File: src/rtl/core/wtag_pkg.sv
// Shared types, register indexes and reset values for the wall texel address generator.
package wtag_pkg;

  localparam int CFG_IDX_W = 3;

  localparam logic [CFG_IDX_W-1:0] CFG_TEX_WIDTH       = 3'd0;
  localparam logic [CFG_IDX_W-1:0] CFG_TEX_HEIGHT      = 3'd1;
  localparam logic [CFG_IDX_W-1:0] CFG_ROW_PITCH       = 3'd2;
  localparam logic [CFG_IDX_W-1:0] CFG_BYTES_PER_TEXEL = 3'd3;
  localparam logic [CFG_IDX_W-1:0] CFG_SCREEN_HEIGHT   = 3'd4;

  localparam logic [12:0] RST_TEX_WIDTH       = 13'd64;
  localparam logic [12:0] RST_TEX_HEIGHT      = 13'd64;
  localparam logic [15:0] RST_ROW_PITCH       = 16'd256;
  localparam logic [3:0]  RST_BYTES_PER_TEXEL = 4'd4;
  localparam logic [12:0] RST_SCREEN_HEIGHT   = 13'd720;

  localparam logic [2:0] FACE_SOUTH = 3'd1;
  localparam logic [2:0] FACE_WEST  = 3'd2;
  localparam logic [2:0] FACE_EAST  = 3'd3;

  localparam int MAX_DIM_DEF         = 4096;
  localparam int MAX_SCREEN_ROWS_DEF = 4096;

  // Largest value a 13-bit size register can hold
  localparam int REG13_MAX = 8191;

  typedef struct packed {
    logic        ok;
    logic [11:0] buffer_index;
    logic [1:0]  texture_select;
    logic        ovf;
  } side_t;

endpackage

File: src/rtl/core/wtag_front.sv
// Row test, fraction mirror, products and divider setup (three stages).
module wtag_front import wtag_pkg::*; #(
  parameter int DIM_W  = 13,
  parameter int ROWS_W = 13,
  parameter int RW     = 24 + DIM_W
) (
  input  logic                   clk,
  input  logic                   rst,
  input  logic                   in_valid,
  output logic                   in_ready,
  input  logic [11:0]            row,
  input  logic signed [15:0]     slice_start,
  input  logic signed [15:0]     wall_end,
  input  logic [15:0]            hit_fraction,
  input  logic [23:0]            wall_height_q8,
  input  logic [2:0]             face,
  input  logic [DIM_W-1:0]       w,
  input  logic [DIM_W-1:0]       h,
  input  logic [ROWS_W-1:0]      rows,
  output logic                   out_valid,
  input  logic                   out_ready,
  output side_t                  side,
  output logic [DIM_W-1:0]       tx,
  output logic [RW-1:0]          rem,
  output logic [RW-1:0]          dsh
);

  // stage 1
  logic signed [16:0] row_s, ws_s, we_s, start_s, off_d, bidx_d;
  logic               ok_d, mirror;
  logic               v1, rdy1;
  side_t              side1;
  logic [16:0]        fracm1;
  logic [15:0]        offset1;
  logic [23:0]        hq1;

  assign row_s   = signed'({5'b0, row});
  assign ws_s    = 17'(slice_start);
  assign we_s    = 17'(wall_end);
  assign start_s = (ws_s > 17'sd0) ? ws_s : 17'sd0;
  assign off_d   = row_s - ws_s;
  assign bidx_d  = row_s - start_s;
  assign mirror  = (face == FACE_SOUTH) || (face == FACE_WEST);
  assign ok_d    = (face <= FACE_EAST) && (row_s >= start_s) && (row_s <= we_s)
                   && (14'(row) < 14'(rows));

  // stage 2
  logic               v2, rdy2;
  side_t              side2;
  logic [16+DIM_W:0]  txp2;
  logic [15+DIM_W:0]  np2;
  logic [23:0]        hq2;

  // stage 3
  logic               v3, rdy3;
  logic [DIM_W:0]     txs;
  logic [RW-1:0]      num;
  logic [RW-1:0]      dfull;

  assign rdy3     = !v3 || out_ready;
  assign rdy2     = !v2 || rdy3;
  assign rdy1     = !v1 || rdy2;
  assign in_ready = rdy1;

  always_ff @(posedge clk) begin
    if (rst) begin
      v1 <= 1'b0;
    end else if (rdy1) begin
      v1 <= in_valid;
    end
    if (rdy1) begin
      side1.ok             <= ok_d;
      side1.buffer_index   <= bidx_d[11:0];
      side1.texture_select <= face[1:0];
      side1.ovf            <= 1'b0;
      fracm1  <= mirror ? (17'h10000 - {1'b0, hit_fraction}) : {1'b0, hit_fraction};
      offset1 <= off_d[15:0];
      hq1     <= wall_height_q8;
    end
  end

  always_ff @(posedge clk) begin
    if (rst) begin
      v2 <= 1'b0;
    end else if (rdy2) begin
      v2 <= v1;
    end
    if (rdy2) begin
      side2 <= side1;
      txp2  <= (17+DIM_W)'(fracm1) * (17+DIM_W)'(w);
      np2   <= (16+DIM_W)'(offset1) * (16+DIM_W)'(h);
      hq2   <= hq1;
    end
  end

  assign txs   = txp2[16+DIM_W:16];
  assign num   = RW'({np2, 8'b0});
  assign dfull = RW'({hq2, DIM_W'(0)});

  always_ff @(posedge clk) begin
    if (rst) begin
      v3 <= 1'b0;
    end else if (rdy3) begin
      v3 <= v2;
    end
    if (rdy3) begin
      side     <= side_t'({side2.ok, side2.buffer_index, side2.texture_select,
                           num >= dfull});
      tx       <= (txs >= (DIM_W+1)'(w)) ? (w - DIM_W'(1)) : txs[DIM_W-1:0];
      rem      <= num;
      dsh      <= RW'({hq2, (DIM_W-1)'(0)});
    end
  end

  assign out_valid = v3;

endmodule

File: src/rtl/core/wtag_div_cell.sv
// One restoring-division cell: decides one quotient bit and passes the word on.
module wtag_div_cell import wtag_pkg::*; #(
  parameter int DIM_W = 13,
  parameter int RW    = 24 + DIM_W
) (
  input  logic             clk,
  input  logic             rst,
  input  logic             in_valid,
  output logic             in_ready,
  input  side_t            in_side,
  input  logic [DIM_W-1:0] in_tx,
  input  logic [RW-1:0]    in_rem,
  input  logic [RW-1:0]    in_dsh,
  input  logic [DIM_W-1:0] in_q,
  output logic             out_valid,
  input  logic             out_ready,
  output side_t            out_side,
  output logic [DIM_W-1:0] out_tx,
  output logic [RW-1:0]    out_rem,
  output logic [RW-1:0]    out_dsh,
  output logic [DIM_W-1:0] out_q
);

  logic v, take;

  assign take     = in_rem >= in_dsh;
  assign in_ready = !v || out_ready;

  always_ff @(posedge clk) begin
    if (rst) begin
      v <= 1'b0;
    end else if (in_ready) begin
      v <= in_valid;
    end
    if (in_ready) begin
      out_side <= in_side;
      out_tx   <= in_tx;
      out_rem  <= take ? (in_rem - in_dsh) : in_rem;
      out_dsh  <= in_dsh >> 1;
      out_q    <= {in_q[DIM_W-2:0], take};
    end
  end

  assign out_valid = v;

endmodule

File: src/rtl/core/wtag_back.sv
// Texture row clamp, address products and the output register.
module wtag_back import wtag_pkg::*; #(
  parameter int DIM_W = 13
) (
  input  logic             clk,
  input  logic             rst,
  input  logic             in_valid,
  output logic             in_ready,
  input  side_t            side,
  input  logic [DIM_W-1:0] tx,
  input  logic [DIM_W-1:0] q,
  input  logic [DIM_W-1:0] h,
  input  logic [15:0]      row_pitch,
  input  logic [3:0]       bytes_per_texel,
  output logic             out_valid,
  input  logic             out_ready,
  output logic             valid_res,
  output logic [11:0]      buffer_index,
  output logic [1:0]       texture_select,
  output logic [11:0]      tex_x,
  output logic [11:0]      tex_y,
  output logic [27:0]      texel_offset
);

  logic                v1, v2, v3, rdy1, rdy2, rdy3;
  side_t               side1, side2;
  logic [DIM_W-1:0]    tx1, ty1;
  logic [11:0]         tx2, ty2;
  logic [DIM_W+15:0]   pa2;
  logic [DIM_W+3:0]    pb2;
  logic [27:0]         sum;

  assign rdy3     = !v3 || out_ready;
  assign rdy2     = !v2 || rdy3;
  assign rdy1     = !v1 || rdy2;
  assign in_ready = rdy1;

  always_ff @(posedge clk) begin
    if (rst) begin
      v1 <= 1'b0;
    end else if (rdy1) begin
      v1 <= in_valid;
    end
    if (rdy1) begin
      side1 <= side;
      tx1   <= tx;
      ty1   <= (side.ovf || q >= h) ? (h - DIM_W'(1)) : q;
    end
  end

  always_ff @(posedge clk) begin
    if (rst) begin
      v2 <= 1'b0;
    end else if (rdy2) begin
      v2 <= v1;
    end
    if (rdy2) begin
      side2 <= side1;
      tx2   <= 12'(tx1);
      ty2   <= 12'(ty1);
      pa2   <= (DIM_W+16)'(ty1) * (DIM_W+16)'(row_pitch);
      pb2   <= (DIM_W+4)'(tx1) * (DIM_W+4)'(bytes_per_texel);
    end
  end

  assign sum = 28'(pa2) + 28'(pb2);

  always_ff @(posedge clk) begin
    if (rst) begin
      v3 <= 1'b0;
    end else if (rdy3) begin
      v3 <= v2;
    end
    if (rdy3) begin
      valid_res      <= side2.ok;
      buffer_index   <= side2.ok ? side2.buffer_index : 12'd0;
      texture_select <= side2.ok ? side2.texture_select : 2'd0;
      tex_x          <= side2.ok ? tx2 : 12'd0;
      tex_y          <= side2.ok ? ty2 : 12'd0;
      texel_offset   <= side2.ok ? sum : 28'd0;
    end
  end

  assign out_valid = v3;

endmodule

File: src/rtl/core/wall_texel_address_generator.sv
// Wall texel address generator: top level with registers and the divider chain.
//
// Input channel (in_valid/in_ready) takes one word per screen row of a wall
// slice; output channel (out_valid/out_ready) returns one word per input word,
// in order: valid flag, column buffer index, texture select, tex_x, tex_y and
// the texel byte offset. Rows outside the slice, off screen or with no face
// return a word with every field zero.
// Throughput: one word per cycle while out_ready is high. The pipeline has three
// front stages, one divider cell per texture row bit, and three back stages.
// The texture row quotient runs through a row of identical restoring cells,
// one quotient bit each; every stage has its own valid bit, so bubbles
// collapse and new words are taken while a finished word waits at the output.
// When the receiver stalls, words pile up stage by stage until the chain is
// full, then in_ready drops.
// Configuration: cfg_valid/cfg_ready with cfg_index and cfg_data; write only
// while no word is in flight. cfg_ready is always high.
// Reset empties the pipeline and restores the register defaults.
module wall_texel_address_generator import wtag_pkg::*; #(
  parameter int MAX_DIM         = MAX_DIM_DEF,
  parameter int MAX_SCREEN_ROWS = MAX_SCREEN_ROWS_DEF
) (
  input  logic                 clk,
  input  logic                 rst,
  input  logic                 in_valid,
  output logic                 in_ready,
  input  logic [11:0]          row,
  input  logic signed [15:0]   slice_start,
  input  logic signed [15:0]   wall_end,
  input  logic [15:0]          hit_fraction,
  input  logic [23:0]          wall_height_q8,
  input  logic [2:0]           face,
  output logic                 out_valid,
  input  logic                 out_ready,
  output logic                 valid_res,
  output logic [11:0]          buffer_index,
  output logic [1:0]           texture_select,
  output logic [11:0]          tex_x,
  output logic [11:0]          tex_y,
  output logic [27:0]          texel_offset,
  input  logic                 cfg_valid,
  output logic                 cfg_ready,
  input  logic [CFG_IDX_W-1:0] cfg_index,
  input  logic [15:0]          cfg_data
);

  localparam int DIM_MAX  = (MAX_DIM > REG13_MAX) ? REG13_MAX : MAX_DIM;
  localparam int DIM_W    = $clog2(DIM_MAX + 1);
  localparam int ROWS_MAX = (MAX_SCREEN_ROWS > REG13_MAX) ? REG13_MAX : MAX_SCREEN_ROWS;
  localparam int ROWS_W   = $clog2(ROWS_MAX + 1);
  localparam int RW       = 24 + DIM_W;

  logic [12:0] tex_width, tex_height, screen_height;
  logic [15:0] row_pitch;
  logic [3:0]  bytes_per_texel;

  logic [DIM_W-1:0]  w_eff, h_eff;
  logic [ROWS_W-1:0] rows_eff;

  assign cfg_ready = 1'b1;

  always_ff @(posedge clk) begin
    if (rst) begin
      tex_width       <= RST_TEX_WIDTH;
      tex_height      <= RST_TEX_HEIGHT;
      row_pitch       <= RST_ROW_PITCH;
      bytes_per_texel <= RST_BYTES_PER_TEXEL;
      screen_height   <= RST_SCREEN_HEIGHT;
    end else if (cfg_valid) begin
      unique case (cfg_index)
        CFG_TEX_WIDTH:       tex_width       <= cfg_data[12:0];
        CFG_TEX_HEIGHT:      tex_height      <= cfg_data[12:0];
        CFG_ROW_PITCH:       row_pitch       <= cfg_data;
        CFG_BYTES_PER_TEXEL: bytes_per_texel <= cfg_data[3:0];
        CFG_SCREEN_HEIGHT:   screen_height   <= cfg_data[12:0];
        default: ;
      endcase
    end
  end

  always_comb begin
    if (32'(tex_width) > 32'(DIM_MAX)) begin
      w_eff = DIM_W'(DIM_MAX);
    end else if (tex_width == 13'd0) begin
      w_eff = DIM_W'(1);
    end else begin
      w_eff = DIM_W'(tex_width);
    end
    if (32'(tex_height) > 32'(DIM_MAX)) begin
      h_eff = DIM_W'(DIM_MAX);
    end else if (tex_height == 13'd0) begin
      h_eff = DIM_W'(1);
    end else begin
      h_eff = DIM_W'(tex_height);
    end
    if (32'(screen_height) > 32'(ROWS_MAX)) begin
      rows_eff = ROWS_W'(ROWS_MAX);
    end else begin
      rows_eff = ROWS_W'(screen_height);
    end
  end

  logic             c_valid [DIM_W+1];
  logic             c_ready [DIM_W+1];
  side_t            c_side  [DIM_W+1];
  logic [DIM_W-1:0] c_tx    [DIM_W+1];
  logic [RW-1:0]    c_rem   [DIM_W+1];
  logic [RW-1:0]    c_dsh   [DIM_W+1];
  logic [DIM_W-1:0] c_q     [DIM_W+1];

  wtag_front #(
    .DIM_W  (DIM_W),
    .ROWS_W (ROWS_W),
    .RW     (RW)
  ) u_front (
    .clk            (clk),
    .rst            (rst),
    .in_valid       (in_valid),
    .in_ready       (in_ready),
    .row            (row),
    .slice_start    (slice_start),
    .wall_end       (wall_end),
    .hit_fraction   (hit_fraction),
    .wall_height_q8 (wall_height_q8),
    .face           (face),
    .w              (w_eff),
    .h              (h_eff),
    .rows           (rows_eff),
    .out_valid      (c_valid[0]),
    .out_ready      (c_ready[0]),
    .side           (c_side[0]),
    .tx             (c_tx[0]),
    .rem            (c_rem[0]),
    .dsh            (c_dsh[0])
  );

  assign c_q[0] = '0;

  for (genvar i = 0; i < DIM_W; i++) begin : g_cell
    wtag_div_cell #(
      .DIM_W (DIM_W),
      .RW    (RW)
    ) u_cell (
      .clk       (clk),
      .rst       (rst),
      .in_valid  (c_valid[i]),
      .in_ready  (c_ready[i]),
      .in_side   (c_side[i]),
      .in_tx     (c_tx[i]),
      .in_rem    (c_rem[i]),
      .in_dsh    (c_dsh[i]),
      .in_q      (c_q[i]),
      .out_valid (c_valid[i+1]),
      .out_ready (c_ready[i+1]),
      .out_side  (c_side[i+1]),
      .out_tx    (c_tx[i+1]),
      .out_rem   (c_rem[i+1]),
      .out_dsh   (c_dsh[i+1]),
      .out_q     (c_q[i+1])
    );
  end

  wtag_back #(
    .DIM_W (DIM_W)
  ) u_back (
    .clk             (clk),
    .rst             (rst),
    .in_valid        (c_valid[DIM_W]),
    .in_ready        (c_ready[DIM_W]),
    .side            (c_side[DIM_W]),
    .tx              (c_tx[DIM_W]),
    .q               (c_q[DIM_W]),
    .h               (h_eff),
    .row_pitch       (row_pitch),
    .bytes_per_texel (bytes_per_texel),
    .out_valid       (out_valid),
    .out_ready       (out_ready),
    .valid_res       (valid_res),
    .buffer_index    (buffer_index),
    .texture_select  (texture_select),
    .tex_x           (tex_x),
    .tex_y           (tex_y),
    .texel_offset    (texel_offset)
  );

`ifndef SYNTHESIS
  a_blank_word: assert property (@(posedge clk) disable iff (rst)
    out_valid && !valid_res |-> texel_offset == 28'd0 && tex_x == 12'd0 &&
      tex_y == 12'd0 && buffer_index == 12'd0 && texture_select == 2'd0)
    else $error("dropped row carries nonzero fields");

  a_tex_in_range: assert property (@(posedge clk) disable iff (rst)
    out_valid && valid_res |-> 14'(tex_y) < 14'(h_eff) && 14'(tex_x) < 14'(w_eff))
    else $error("texture coordinate outside texture");

  a_chain_hold: assert property (@(posedge clk) disable iff (rst)
    c_valid[DIM_W] && !c_ready[DIM_W] |=> c_valid[DIM_W] && $stable(c_q[DIM_W]))
    else $error("divider output lost while back end stalled");
`endif

endmodule

File: config.mk
export PLATFORM = sky130hd
export DESIGN_NAME = wall_texel_address_generator
export DESIGN_NICKNAME = d
export VERILOG_FILES = /design/src/rtl/core/wtag_pkg.sv /design/src/rtl/core/wtag_front.sv /design/src/rtl/core/wtag_div_cell.sv /design/src/rtl/core/wtag_back.sv /design/src/rtl/core/wall_texel_address_generator.sv
export SDC_FILE = /design/constraint.sdc
export NUM_CORES = 2
export LEC_CHECK = 0
export ABC_AREA = 1
export BUFFER_PORTS_ARGS = -buffer_cell sky130_fd_sc_hd__buf_2
export CORE_AREA = 2 2 451 453
export DETAILED_ROUTE_END_ITERATION = 8
export DIE_AREA = 0 0 453 455
export PLACE_DENSITY = 0.66
export SYNTH_ARGS = -nofsm -noshare
export SYNTH_HDL_FRONTEND = slang
export SYNTH_SLANG_ARGS = --single-unit
File: constraint.sdc
create_clock -name clk -period 13.65 [get_ports clk]
set_clock_uncertainty 0.2 [all_clocks]
set_input_delay 0.6825 -clock clk [delete_from_list [all_inputs] [get_ports clk]]
set_output_delay 0.6825 -clock clk [all_outputs]
set_load 0.01 [all_outputs]
# Word-level counts from Yosys, hierarchy flattened
# Cells that the tools add are included.
# word_totals
ff_bits	1722
input_bits	111
output_inout_bits	70
elab_cells	289
# classes
addsub	18
n_mul	4
order_cmp	24
eq_ne	6
mux	21
n_reduce_logical	51
# ops
operator	n
$mux W37	12
$mux W13	7
$gt A13 B13 Y1 const B	3
$ge A37 B24 Y1	1
$ge A37 B25 Y1	1
$ge A37 B26 Y1	1
$ge A37 B27 Y1	1
$ge A37 B28 Y1	1
$ge A37 B29 Y1	1
$ge A37 B30 Y1	1
$ge A37 B31 Y1	1
$ge A37 B32 Y1	1
$ge A37 B33 Y1	1
$ge A37 B34 Y1	1
$ge A37 B35 Y1	1
$ge A37 B36 Y1	1
$ge A37 B37 Y1	1
$sub A37 B25 Y37	1
$sub A37 B26 Y37	1
$sub A37 B27 Y37	1
$sub A37 B28 Y37	1
$sub A37 B29 Y37	1
$sub A37 B30 Y37	1
$sub A37 B31 Y37	1
other kinds (32)	81

# Depth between registers and ports, before layout
# logic_depth
depth_word	20
ltp_mapped	33

# Hierarchy
# From an unflattened synthesis, not the netlist that was laid out.
# hier_totals
cells_unflattened	16505
hier_area_um2	139159.7
# modules_own_cells
module	instances	cells_per_inst	area_each_um2
wtag_div_cell (g_cell[4].u_cell ...)	6	857	7133.1
wtag_div_cell (g_cell[11].u_cell ...)	5	857	7243.2
wtag_front	1	2967	25769.7
wtag_back	1	2044	17423.0
wtag_div_cell (g_cell[0].u_cell ...)	2	857	7219.4
wall_texel_address_generator	1	353	2513.7

# Least setup slack after synthesis
# OpenSTA, ideal clock, no wires.
# synth_path
kind	input to register
start	input out_ready
end	register u_front.hq2[0], enable pin
setup_time_ns	0.717
arrival_ns	7.045
required_time_ns	12.733
setup_slack_ns	5.688
cell_stages	10
path_buffers	0
cell_sequence	inv_1 nand4_4 nor2_4 nand4_4 nor2_4 nand4_4 nor2_4 nand4_4 nor2_8 nand3_2
# synth_via
elab_chain_len	18
# synth_rtl
item	line	source
start, declared	wall_texel_address_generator.sv:33	input logic out_ready,
$logic_or A1 B1 Y1	wtag_back.sv:33	assign rdy3 = !v3 || out_ready;
$logic_or A1 B1 Y1	wtag_back.sv:34	assign rdy2 = !v2 || rdy3;
$logic_or A1 B1 Y1	wtag_back.sv:35	assign rdy1 = !v1 || rdy2;
net g_cell[12].u_cell.out_ready	wtag_div_cell.sv:16	input logic out_ready,
$logic_or A1 B1 Y1 (4 in a row)	wtag_div_cell.sv:27	assign in_ready = !v || out_ready;
net g_cell[8].u_cell.out_ready	wtag_div_cell.sv:16	
$logic_or A1 B1 Y1 (4 in a row)	wtag_div_cell.sv:27	
net g_cell[4].u_cell.out_ready	wtag_div_cell.sv:16	
$logic_or A1 B1 Y1 (4 in a row)	wtag_div_cell.sv:27	
net g_cell[0].u_cell.out_ready	wtag_div_cell.sv:16	
$logic_or A1 B1 Y1	wtag_div_cell.sv:27	
$logic_or A1 B1 Y1	wtag_front.sv:60	assign rdy3 = !v3 || out_ready;
$logic_or A1 B1 Y1	wtag_front.sv:61	assign rdy2 = !v2 || rdy3;
net u_front.rdy2	wtag_front.sv:48	logic v2, rdy2;
end signal, assigned	wtag_front.sv:92	hq2 <= hq1;
end, declared	wtag_front.sv:52	logic [23:0] hq2;
# The timed path passes the listed nets, and every way through them passes these cells.
# A chain may end at the register's enable or synchronous reset.

# Worst setup path after layout
# layout_path
start	register tex_height[12]
end	register u_front.np2[25] (data pin)
# layout_via
elab_chain_len	4
# layout_rtl
item	line	source
start, declared	wall_texel_address_generator.sv:52	logic [12:0] tex_width, tex_height, screen_height;
start signal, assigned	wall_texel_address_generator.sv:71	CFG_TEX_HEIGHT: tex_height <= cfg_data[12:0];
branches (longest 2 deep; another with $gt A13 B13 Y1)	--	
$mux W13 (*)	wall_texel_address_generator.sv:88	if (32'(tex_height) > 32'(DIM_MAX)) begin
$mul A16 B13 Y29 (*)	wtag_front.sv:91	np2 <= (16+DIM_W)'(offset1) * (16+DIM_W)'(h);
end signal, assigned	wtag_front.sv:91	
end, declared	wtag_front.sv:51	logic [15+DIM_W:0] np2;
# Mark *: on every way between the ends.

==> impl_metrics.toml <==
[sta]
slew_violations = 0
holdWs_ps = 65.6
grt_setup_unrepaired = "false"
final.period_utilization_pct = 55.3
timing.slew.headroom_pct = 22.9
hold_viol_final = 0
max_slew.worst_pin.slew_ps = 1150
timing.final.crit_period_ps = 7550
maxClockFrequency_mhz = 133
final_setup_violation_count = 0
setup_tns_ps = 0

[global_route]
first_global_vias = 69719
gr-total-overflow = 0
grt_first_pass_wirelength_mm = 396
track_usage_pct = 24.8
largest_net_degree_at_the_start_of_global_routing = 89
grt_antenna_before_repair = 4

[die]
io_pins = 181
core_region_area_um2 = 201000
initial_utilization_pct = 49.8
fp.dieArea_um2 = 206000
row_count = 165
die_width_um = 453
die_outline_height_um = 455

[clock_tree]
postCtsHoldBufs = 54
h-tree-depth = 4
tritoncts_num_sinks = 1638
worst_setup_hold_path_clk_slew_ps = 60
cts_tree = "yes"
clock-root-buffer = "sky130_fd_sc_hd__clkbuf_16"
post_cts_buffers = 0
maximum_number_of_buffers_from_clock_root_to_sink = 3
clk_latency_ps = 840
post_cts_resize_count = 0
cts_made_buffers = 174

[finish]
fin_area_um2 = 110000
final_layout_size_suffix_gt1_share_pct = 5.50
antenna_cells_inserted = 0
nFillCells = 17581
syn_to_final_growth_pct = 10.0
fin_cells = 13130
final_net_count = 11600

[drt]
detailedRoute.firstIterationViolations = 5446
drt_wl_total_mm = 254
drt_pass1_iterations = 8
num_vias = 69451
vias_per_cell = 5.29
ant_nets = 0
drc_violations = 0
route.detailed.wl_per_inst_um = 19.3

[worst_setup_path]
rrSetupSlack_ps = 6100
crit_type = "flip-flop to flip-flop"
setup.worst_path.end_class = "flip-flop"
worst-path-max-fanout = 23
timing.critical_path.required_ps = 14030
worstPathArrival_ps = 7930
timing.critical_path.from_type = "flip-flop"

[power]
clockPowerShare_pct = 22.8
pwr_density_cell_nw_per_um2 = 189
power.ir.vdd_worst_mv = 0.139
power.share.switching_pct = 38.4
combinationalPowerShare_pct = 37.3
intPower_mw = 12.9
power.leakage_nw = 50.5
power.switching_mw = 8.02
post-layout-total-power_mw = 20.9
power_frac_seq_pct = 39.9

[yosys]
yosys-top-cells-count = "1957 x sky130_fd_sc_hd__nand2_1, 1793 x sky130_fd_sc_hd__inv_1, 1560 x sky130_fd_sc_hd__edfxtp_1, 812 x sky130_fd_sc_hd__nor2_1, 665 x sky130_fd_sc_hd__ha_1"
avgSynthCellArea_um2 = 9.96
ys.flop_type = "sky130_fd_sc_hd__edfxtp_1"
post_synthesis_sequential_area_ratio_pct = 48.3
yosys_warnings = 0
synthMostInstantiatedCell = "sky130_fd_sc_hd__nand2_1"
synth_top_area_cell = "sky130_fd_sc_hd__edfxtp_1"
yosysTopAreaCellShare_pct = 46.7
yosys_register_bits = 1638
synth.net_count = 11350
synthesis.instances = 10066
synth.cell_area_um2 = 100000
synthTopCellsByArea = "sky130_fd_sc_hd__edfxtp_1 47%, sky130_fd_sc_hd__fa_1 10%, sky130_fd_sc_hd__ha_1 8.3%, sky130_fd_sc_hd__nand2_1 7.3%, sky130_fd_sc_hd__inv_1 6.7%"
yosysUniqueCellTypes = 75
asyncSetResetFlopFracSynth_pct = 0
synth_enable_flop_cells = 1560

[placed_design]
portBuffers = 179
finalWeightedCongestion = 0.957
placedInstanceArea_um2 = 104000
placed_cells = 12758
detailedPlacementHpwl_mm = 200

[job]
timing.max_cap.violations = 0

[run_status]
status = "finished clean"

[min_path]
hp-class = "primary input to flip-flop"
## area by class of cell
class / instances / area [µm²] / share of cell area, %
well taps: 2672 / 3340 / 3.03
clock inverters: 103 / 1240 / 1.13
clock buffers: 215 / 4570 / 4.14
multi-input cells: 6426 / 44200 / 40.1
flip-flops and latches: 1638 / 48400 / 43.9
repair buffers: 261 / 1650 / 1.49
inverters: 1815 / 6820 / 6.19
## per-layer routing
metal | global-route usage [%] | vias up | part of all wire, % | routed length, µm
li1 | - | 33686 | - | -
met1 | 33.7 | 33381 | 44 | 111000
met2 | 41.4 | 1945 | 48 | 122000
met3 | 2.72 | 439 | 4.6 | 11600
met4 | 8.57 | 0 | 3.6 | 9180
met5 | 0 | - | 0 | 0
## cells in the final DEF (no fill, tap or decap), types with 32 or more instances in the layout
cell type and count:
sky130_fd_sc_hd__dlygate4sd3_1 54, sky130_fd_sc_hd__nor3_1 107, sky130_fd_sc_hd__a31oi_1 59, sky130_fd_sc_hd__a21oi_1 577, sky130_fd_sc_hd__clkbuf_1 35, sky130_fd_sc_hd__o21ai_0 534, sky130_fd_sc_hd__xnor2_1 197, sky130_fd_sc_hd__clkinv_1 32
sky130_fd_sc_hd__ha_1 665, sky130_fd_sc_hd__buf_2 179, sky130_fd_sc_hd__xor2_1 201, sky130_fd_sc_hd__nand4_1 82, sky130_fd_sc_hd__a21o_1 41, sky130_fd_sc_hd__dfxtp_1 78, sky130_fd_sc_hd__nand2_1 1953, sky130_fd_sc_hd__nand3_1 277
sky130_fd_sc_hd__inv_1 1789, sky130_fd_sc_hd__nor4_1 46, sky130_fd_sc_hd__o21ai_1 68, sky130_fd_sc_hd__nor2_1 812, sky130_fd_sc_hd__clkbuf_16 175, sky130_fd_sc_hd__edfxtp_1 1560, sky130_fd_sc_hd__fa_1 508, sky130_fd_sc_hd__nand3b_1 33
sky130_fd_sc_hd__o21a_1 39
## metrics by stage
step,worst slack (ps),util [%]
finish,6100,54.8
global route,5710,54.8
CTS,6090,54.8
detailed placement,6090,51.6
global placement,6250,51.6
floorplan,5690,-
## final timing paths
check,cells after the start,end,start
setup reg to reg,20,u_front.np2[25],tex_height[12]
setup / recovery,20,u_front.np2[25],tex_height[12]
hold / removal,3,row_pitch[11],cfg_data[11]
hold reg to reg,0,g_cell[0].u_cell.out_tx[12],u_front.tx[12]
## critical path, cell delays in order (launching register included)
cell,delay (ps)
sky130_fd_sc_hd__dfxtp_1,890
sky130_fd_sc_hd__nand3_1,180
sky130_fd_sc_hd__nand2_2,210
sky130_fd_sc_hd__inv_1,80
sky130_fd_sc_hd__nor2_1,810
sky130_fd_sc_hd__inv_2,310
sky130_fd_sc_hd__nor2_1,230
sky130_fd_sc_hd__fa_1,460
sky130_fd_sc_hd__fa_1,490
sky130_fd_sc_hd__fa_1,550
sky130_fd_sc_hd__fa_1,600
sky130_fd_sc_hd__inv_1,80
sky130_fd_sc_hd__fa_1,530
sky130_fd_sc_hd__inv_1,40
sky130_fd_sc_hd__ha_1,360
sky130_fd_sc_hd__nand2_1,110
sky130_fd_sc_hd__nor4_1,500
sky130_fd_sc_hd__o21ai_0,210
sky130_fd_sc_hd__nand3_1,170
sky130_fd_sc_hd__a31oi_1,110
sky130_fd_sc_hd__xor2_1,150
## logic make-up (layout without fill, tap and decap cells)
group / count (synthesis) / in the layout / synth area share [%]
AOI/OAI and AO/OA: 1471 / 1471 / 8.16
xor gates and xnor gates: 398 / 398 / 3.48
adders and majority gates: 1173 / 1173 / 18.5
buffers and inverters: 2002 / 2394 / 7.65
DFF: 1638 / 1638 / 48.3
other: 1 / 1 / 0.00374
and+or+nand+nor: 3383 / 3383 / 14.0
## sequential cells by signal (all words and copies together) (netlist names), 28 cells and up
| signal | count |
|---|---|
| u_back.texel_offset | 28 |
| u_back.pa2 | 28 |
| g_cell.u_cell.out_dsh | 288 |
| g_cell.u_cell.out_rem | 376 |
| g_cell.u_cell.out_q | 91 |
| g_cell.u_cell.out_tx | 169 |
| u_front.rem | 29 |
| g_cell.u_cell.out_side | 208 |
| u_front.np2 | 29 |
## power groups by stage
stage	logic [mW]	clock network [mW]	registers [mW]
2_1_floorplan	5.84	0	7.80
5_1_grt	8.80	5.05	8.47
3_3_place_gp	7.63	0	8.41
4_1_cts	7.77	4.87	8.33
3_5_place_dp	7.70	0	8.42
6_report	7.79	4.76	8.33
Power figures use the tool's default switching activity.
